File: src/rtl/core/ps2mct_pkg.sv
// ----------------------------------------------------------------------------
// ps2mct_pkg
// Shared types and constants for the PS/2 mouse cursor tracker.
// ----------------------------------------------------------------------------
package ps2mct_pkg;

	localparam int BYTE_BITS       = 8;
	localparam int DELTA_BITS      = 9;
	localparam int SIZE_BITS       = 13;
	localparam int COORD_BITS_DEF  = 12;

	localparam logic [SIZE_BITS-1:0] COLS_RESET = 13'd640;
	localparam logic [SIZE_BITS-1:0] ROWS_RESET = 13'd480;

	localparam int STATUS_XSIGN = 4;
	localparam int STATUS_YSIGN = 5;

	typedef enum logic [0:0] {
		CFG_SCREEN_COLUMNS = 1'b0,
		CFG_SCREEN_ROWS    = 1'b1
	} cfg_idx_t;

	typedef enum logic [1:0] {
		PH_STATUS = 2'd0,
		PH_X      = 2'd1,
		PH_Y      = 2'd2
	} phase_t;

	typedef struct packed {
		logic                         consume;
		logic                         fire;
		logic signed [DELTA_BITS-1:0] dx;
		logic signed [DELTA_BITS-1:0] dy;
	} pkt_t;

endpackage

File: src/rtl/core/ps2_mouse_cursor_tracker.sv
// ----------------------------------------------------------------------------
// ps2_mouse_cursor_tracker
// A byte is registered in byte_s1 when it is accepted; when the third byte of
// a packet is held there and the output is free, the packet fires and the
// new position is registered in the output word.
// Throughput: one byte per cycle while out_stall does not hold back a third byte.
// Reset: asynchronous; clears byte phase and position, loads 640 x 480.
// ----------------------------------------------------------------------------
module ps2_mouse_cursor_tracker import ps2mct_pkg::*; #(
	parameter int COORD_BITS = COORD_BITS_DEF
) (
	input  logic                  clk,
	input  logic                  arst_n,
	input  logic                  in_valid,
	output logic                  in_stall,
	input  logic [BYTE_BITS-1:0]  rx_byte,
	output logic                  out_valid,
	input  logic                  out_stall,
	output logic [COORD_BITS-1:0] cursor_col,
	output logic [COORD_BITS-1:0] cursor_row,
	input  logic                  cfg_wr_en,
	input  logic [0:0]            cfg_index,
	input  logic [SIZE_BITS-1:0]  cfg_data
);

	logic [SIZE_BITS-1:0]  cols_q;
	logic [SIZE_BITS-1:0]  rows_q;
	logic                  valid_s1;
	logic [BYTE_BITS-1:0]  byte_s1;
	logic                  out_valid_q;
	logic [COORD_BITS-1:0] col_q;
	logic [COORD_BITS-1:0] row_q;
	logic                  out_free;
	logic [COORD_BITS-1:0] next_col;
	logic [COORD_BITS-1:0] next_row;
	pkt_t                  pkt;

	always_ff @(posedge clk or negedge arst_n) begin
		if (!arst_n) begin
			cols_q <= COLS_RESET;
			rows_q <= ROWS_RESET;
		end else if (cfg_wr_en) begin
			unique case (cfg_idx_t'(cfg_index))
				CFG_SCREEN_COLUMNS: cols_q <= cfg_data;
				CFG_SCREEN_ROWS:    rows_q <= cfg_data;
				default:            cols_q <= cols_q;
			endcase
		end
	end

	assign out_free = !out_valid_q || !out_stall;
	assign in_stall = valid_s1 && !pkt.consume;

	always_ff @(posedge clk or negedge arst_n) begin
		if (!arst_n) begin
			valid_s1 <= 1'b0;
		end else if (in_valid && !in_stall) begin
			valid_s1 <= 1'b1;
		end else if (pkt.consume) begin
			valid_s1 <= 1'b0;
		end
	end

	always_ff @(posedge clk) begin
		if (in_valid && !in_stall)
			byte_s1 <= rx_byte;
	end

	ps2mct_packet u_packet (
		.clk       (clk),
		.arst_n    (arst_n),
		.byte_valid(valid_s1),
		.byte_data (byte_s1),
		.out_free  (out_free),
		.pkt       (pkt)
	);

	ps2mct_cursor #(
		.COORD_BITS(COORD_BITS)
	) u_cursor (
		.clk     (clk),
		.arst_n  (arst_n),
		.fire    (pkt.fire),
		.dx      (pkt.dx),
		.dy      (pkt.dy),
		.cols    (cols_q),
		.rows    (rows_q),
		.next_col(next_col),
		.next_row(next_row)
	);

	always_ff @(posedge clk or negedge arst_n) begin
		if (!arst_n) begin
			out_valid_q <= 1'b0;
		end else if (pkt.fire) begin
			out_valid_q <= 1'b1;
		end else if (!out_stall) begin
			out_valid_q <= 1'b0;
		end
	end

	always_ff @(posedge clk) begin
		if (pkt.fire) begin
			col_q <= next_col;
			row_q <= next_row;
		end
	end

	assign out_valid  = out_valid_q;
	assign cursor_col = col_q;
	assign cursor_row = row_q;

endmodule

File: src/rtl/core/ps2mct_packet.sv
// ----------------------------------------------------------------------------
// ps2mct_packet
// Groups mouse bytes into three-byte packets and forms the signed deltas.
// ----------------------------------------------------------------------------
module ps2mct_packet import ps2mct_pkg::*; (
	input  logic                 clk,
	input  logic                 arst_n,
	input  logic                 byte_valid,
	input  logic [BYTE_BITS-1:0] byte_data,
	input  logic                 out_free,
	output pkt_t                 pkt
);

	phase_t               phase_q;
	phase_t               phase_d;
	logic [BYTE_BITS-1:0] status_q;
	logic [BYTE_BITS-1:0] xbyte_q;
	logic                 last_byte;

	always_comb begin
		last_byte   = (phase_q == PH_Y);
		pkt.fire    = byte_valid && last_byte && out_free;
		pkt.consume = byte_valid && (!last_byte || out_free);
		pkt.dx      = {status_q[STATUS_XSIGN], xbyte_q};
		pkt.dy      = {status_q[STATUS_YSIGN], byte_data};
		phase_d     = phase_q;
		if (pkt.consume) begin
			unique case (phase_q)
				PH_X:    phase_d = PH_Y;
				PH_Y:    phase_d = PH_STATUS;
				default: phase_d = PH_X;
			endcase
		end
	end

	always_ff @(posedge clk or negedge arst_n) begin
		if (!arst_n) begin
			phase_q <= PH_STATUS;
		end else begin
			phase_q <= phase_d;
		end
	end

	always_ff @(posedge clk or negedge arst_n) begin
		if (!arst_n) begin
			status_q <= '0;
			xbyte_q  <= '0;
		end else if (pkt.consume) begin
			unique case (phase_q)
				PH_X: begin
					xbyte_q <= byte_data;
				end
				PH_Y: begin
					xbyte_q <= xbyte_q;
				end
				default: begin
					status_q <= byte_data;
				end
			endcase
		end
	end

endmodule

File: src/rtl/core/ps2mct_cursor.sv
// ----------------------------------------------------------------------------
// ps2mct_cursor
// Holds the cursor position and applies one packet's deltas with clamping.
// ----------------------------------------------------------------------------
module ps2mct_cursor import ps2mct_pkg::*; #(
	parameter int COORD_BITS = COORD_BITS_DEF
) (
	input  logic                         clk,
	input  logic                         arst_n,
	input  logic                         fire,
	input  logic signed [DELTA_BITS-1:0] dx,
	input  logic signed [DELTA_BITS-1:0] dy,
	input  logic [SIZE_BITS-1:0]         cols,
	input  logic [SIZE_BITS-1:0]         rows,
	output logic [COORD_BITS-1:0]        next_col,
	output logic [COORD_BITS-1:0]        next_row
);

	localparam int LW = (SIZE_BITS > COORD_BITS ? SIZE_BITS : COORD_BITS) + 1;
	localparam int SW = COORD_BITS + 2;
	localparam logic [LW-1:0] CMAX = LW'((64'd1 << COORD_BITS) - 64'd1);

	logic [COORD_BITS-1:0] col_q;
	logic [COORD_BITS-1:0] row_q;
	logic [LW-1:0]         col_lim_w;
	logic [LW-1:0]         row_lim_w;
	logic [COORD_BITS-1:0] col_lim;
	logic [COORD_BITS-1:0] row_lim;
	logic signed [SW-1:0]  col_sum;
	logic signed [SW-1:0]  row_sum;

	always_comb begin
		col_lim_w = (cols == '0) ? '0 : LW'(cols - 1'b1);
		row_lim_w = (rows == '0) ? '0 : LW'(rows - 1'b1);
		col_lim   = (col_lim_w > CMAX) ? CMAX[COORD_BITS-1:0] : col_lim_w[COORD_BITS-1:0];
		row_lim   = (row_lim_w > CMAX) ? CMAX[COORD_BITS-1:0] : row_lim_w[COORD_BITS-1:0];

		col_sum = $signed({2'b00, col_q}) + $signed({{(SW-DELTA_BITS){dx[DELTA_BITS-1]}}, dx});
		row_sum = $signed({2'b00, row_q}) - $signed({{(SW-DELTA_BITS){dy[DELTA_BITS-1]}}, dy});

		if (col_sum < 0)
			next_col = '0;
		else if (col_sum > $signed({2'b00, col_lim}))
			next_col = col_lim;
		else
			next_col = col_sum[COORD_BITS-1:0];

		if (row_sum < 0)
			next_row = '0;
		else if (row_sum > $signed({2'b00, row_lim}))
			next_row = row_lim;
		else
			next_row = row_sum[COORD_BITS-1:0];
	end

	always_ff @(posedge clk or negedge arst_n) begin
		if (!arst_n) begin
			col_q <= '0;
			row_q <= '0;
		end else if (fire) begin
			col_q <= next_col;
			row_q <= next_row;
		end
	end

endmodule
File: config.mk
export PLATFORM = sky130hd
export DESIGN_NAME = ps2_mouse_cursor_tracker
export DESIGN_NICKNAME = d
export VERILOG_FILES = /design/src/rtl/core/ps2mct_pkg.sv /design/src/rtl/core/ps2_mouse_cursor_tracker.sv /design/src/rtl/core/ps2mct_packet.sv /design/src/rtl/core/ps2mct_cursor.sv
export SDC_FILE = /design/constraint.sdc
export NUM_CORES = 1
export LEC_CHECK = 0
export BUFFER_PORTS_ARGS = -buffer_cell sky130_fd_sc_hd__buf_2
export CAP_MARGIN = 30
export CORE_UTILIZATION = 59
export CTS_BUF_LIST = sky130_fd_sc_hd__clkbuf_8
export CTS_CLUSTER_SIZE = 40
export DETAILED_ROUTE_END_ITERATION = 10
export HOLD_SLACK_MARGIN = 0.1
export PLACE_DENSITY = 0.79
export SKIP_LAST_GASP = 1
export SYNTH_ARGS = -nofsm -noshare
export SYNTH_HDL_FRONTEND = slang
export SYNTH_HIERARCHICAL = 1
export SYNTH_SLANG_ARGS = --single-unit
File: constraint.sdc
create_clock -name clk -period 12.5 [get_ports clk]
set_clock_uncertainty 0.15 [all_clocks]
set_input_delay 1.25 -clock clk [delete_from_list [all_inputs] [get_ports clk]]
set_output_delay 1.25 -clock clk [all_outputs]
set_load 0.02 [all_outputs]
==> qor.txt <==
Status: finished clean
Post-synth net total: 695
Synth Area in Compound Gates: 14.9%
Max_cap viols: 0
Root buffer cell: clkbuf_8
Pins Over Slew Limit: 0
CTS resizes: 0
Worst reg2reg endpoint: cursor_row[3]$_DFFE_PP_
Synth Area in Simple Gates: 11.3%
H-tree depth: 3
Register area share after synthesis: 39.8%
Starting Density: 61.7%
Final setup fails: 0
DIE HEIGHT: 107 microns
Multiplexer share of the synthesized area: 11.2%
Leakage: 3.41 nW
Layout cells sized above 1: 20.9%
Unrepaired setup endpoints after global routing: no
Synth Cell Area: 6460 sq um
Num CTS Buffers: 9
Die Footprint: 11,400 sq um
Pre-CTS setup slack: 7.27 ns
Reg2reg path depth: 16
Worst-path fanout max: 12
Total gr overflow: 0
Post-layout worst setup margin: 7.13 ns
First-pass GRT wire length: 23,700 microns
CTS Sinks: 96
Post-Layout Inst Area: 7020 sq um
Hold crit path type: reg2reg
Post-CTS setup buffers: 0
Die X: 107 microns
Final GP Congestion: 0.886
Pin count of the biggest net entering global routing: 65
Syn-to-layout area delta: 8.62%
Peak supply drop: 0.175 mV
WL per Instance: 18.4 microns
DRT Wirelength: 14,600 microns
Nets: 739
Post-DP HPWL: 10,900 microns
Async set or reset register ratio after synthesis: 66.7%
Tcrit/Tclk final: 43.0%
Core area: 10,500 sq um
Skew-Pair Late Insertion Delay: 0.38 ns
Netlist cell types: 72
Top FF cell, synth: dfrtp_1
Area share of fa/ha/maj cells after synthesis: 11.5%
Hold path depth: 2
Area share of the largest cell type after synthesis: 22.5%
Hold Startpoint: u_cursor/col_q[6]$_DFFE_PN0P_
Min cycle time layout: 5.37 ns
Initial antenna violation count: 0
Req. time, crit path: 12.49 ns
Hold endpoint: u_cursor/col_q[6]$_DFFE_PN0P_
First drt pass iteration count: 7
Clock slew at reported path FFs: 0.10 ns
DRC Markers: 0
Worst R2R Start: rows_q[6]$_DFFE_PN1P_
Largest family of logic cells by synthesized area: compound AO/OA/AOI/OAI gates
Yosys warning count: 6
Peak Freq: 0.186 GHz
CP Launch Type: register
Seq cells post-synth: 96
Cells after Synth: 610
Ant diodes: 0
Power per cell area: 286 nW/um^2
# hold bufs at CTS: 0
FF-to-FF setup slack: 7.13 ns
Critical Path AT: 5.36 ns
Number of global-route vias before repair: 4,774
Port bufs: 52
Routed via count: 4,743
Main area contributors after synthesis: dfrtp_1, edfxtp_1, ha_1
Mapped Avg Cell Area: 10.6 sq um
Final hold vios: 0
Cell Area, Placed: 6770 sq um
Worst-case clock buffer depth: 2
Vias per cell: 5.97
Setup CP Type: reg2reg
Kind of end point of the critical path: register
Top Ports: 53
# rows: 37
Worst slew margin: 43.3%
Post-synth EDFFs: 32
Post-route ant nets: 0
GRT Util Overall: 27.0%
Actual slew at the worst max-slew pin: 0.850 ns
Setup TNS: 0 ns
CTS tree: yes
DRT iter0 DRCs: 241
XOR/XNOR Fraction of Synth Area: 5.15%
Yosys top cell by area: dfrtp_1
final cells by class:
type	count	area (sq um)
well taps	136	170
clock inverters	7	119
clock buffers	9	124
inverters	56	210
flip-flops and latches	96	2570
multi-input cells	434	3500
repair buffers	57	325
fillers	845	3450
worst max-delay path, cell delays in order (launching register included):
cell	delay, ns
dfstp_2	0.41
or4_4	0.53
or4_4	0.44
nor2_1	0.18
nand3_1	0.13
a21oi_2	0.48
a21oi_1	0.24
inv_1	0.10
ha_1	0.24
a211oi_1	0.21
o21a_1	0.18
o21bai_1	0.10
o211a_1	0.22
o311a_1	0.38
nor3_4	0.71
mux2i_1	0.34
nor2_1	0.06
state kept, by name (all words and copies together) (netlist names):
signal             count
u_cursor/col_q        12
cursor_col            12
rows_q                13
cursor_row            12
out_valid              1
cols_q                13
u_packet/phase_q       2
valid_s1               1
u_packet/status_q      2
byte_s1                8
u_packet/xbyte_q       8
u_cursor/row_q        12
cell usage in the layout (no fill, tap or decap), types with 25 or more instances in the layout:
cell type	count
a21oi_1	36
buf_2	52
dfrtp_1	58
edfxtp_1	32
ha_1	56
inv_1	56
mux2i_1	25
nand2_1	31
nor2_1	52
xnor2_1	25
metal layers:
| layer | share of wire (%) | routed length [microns] | global-route usage [%] |
|---|---|---|---|
| met2 | 49 | 7200 | 44.8 |
| met4 | 2.9 | 426 | 11.0 |
| met1 | 44 | 6440 | 34.7 |
| met5 | 0 | 0 | 0 |
| met3 | 3.8 | 550 | 5.11 |
Yosys cell counts (8+ instances only):
master / count
a21o_1: 8
o31ai_1: 16
a21oi_1: 36
nand2_1: 31
dfrtp_1: 58
nor2_1: 52
xnor2_1: 26
edfxtp_1: 32
inv_1: 55
mux2_4: 18
ha_1: 56
buf_4: 8
nor3_1: 10
o21ai_0: 13
mux2_2: 18
mux2i_1: 25
xor2_1: 12
o2bb2ai_1: 10
through the flow:
stage,cells,hold slack (ns),util (%),power [mW]
global placement,777,0.323,64.3,1.66
CTS,795,0.350,67.1,2.00
finish,795,0.348,67.1,2.00
detailed placement,779,0.327,64.7,1.73
global route,795,0.371,67.1,2.15
floorplan,610,0.306,-,1.44
worst max path at each step:
stage                               start                        to  slack [ns]  cells past startpoint
floorplan           rows_q[6]$_DFFE_PN1P_  cursor_row[10]$_DFFE_PP_        7.99                     16
global placement    rows_q[6]$_DFFE_PN1P_   cursor_row[3]$_DFFE_PP_        7.47                     16
detailed placement  rows_q[6]$_DFFE_PN1P_   cursor_row[3]$_DFFE_PP_        7.27                     16
CTS                 rows_q[6]$_DFFE_PN1P_   cursor_row[4]$_DFFE_PP_        7.22                     16
global route        rows_q[6]$_DFFE_PN1P_  cursor_row[10]$_DFFE_PP_        6.94                     16
finish              rows_q[6]$_DFFE_PN1P_   cursor_row[3]$_DFFE_PP_        7.13                     16
report_power, final:
| part | total, mW | internal [mW] | switching, mW |
|---|---|---|---|
| clock | 0.251 | 0.134 | 0.117 |
| sequential | 0.528 | 0.455 | 0.0736 |
| combinational | 1.22 | 0.503 | 0.721 |
logic make-up after synthesis:
family / after synthesis
XOR/XNOR: 38
AO/OA/AOI/OAI: 134
multiplexers: 61
buffers and inverters: 80
flip-flops: 96
adder cells (fa/ha/maj): 58
AND/OR/NAND/NOR: 143
No activity file was read; power rests on OpenSTA's default activity.
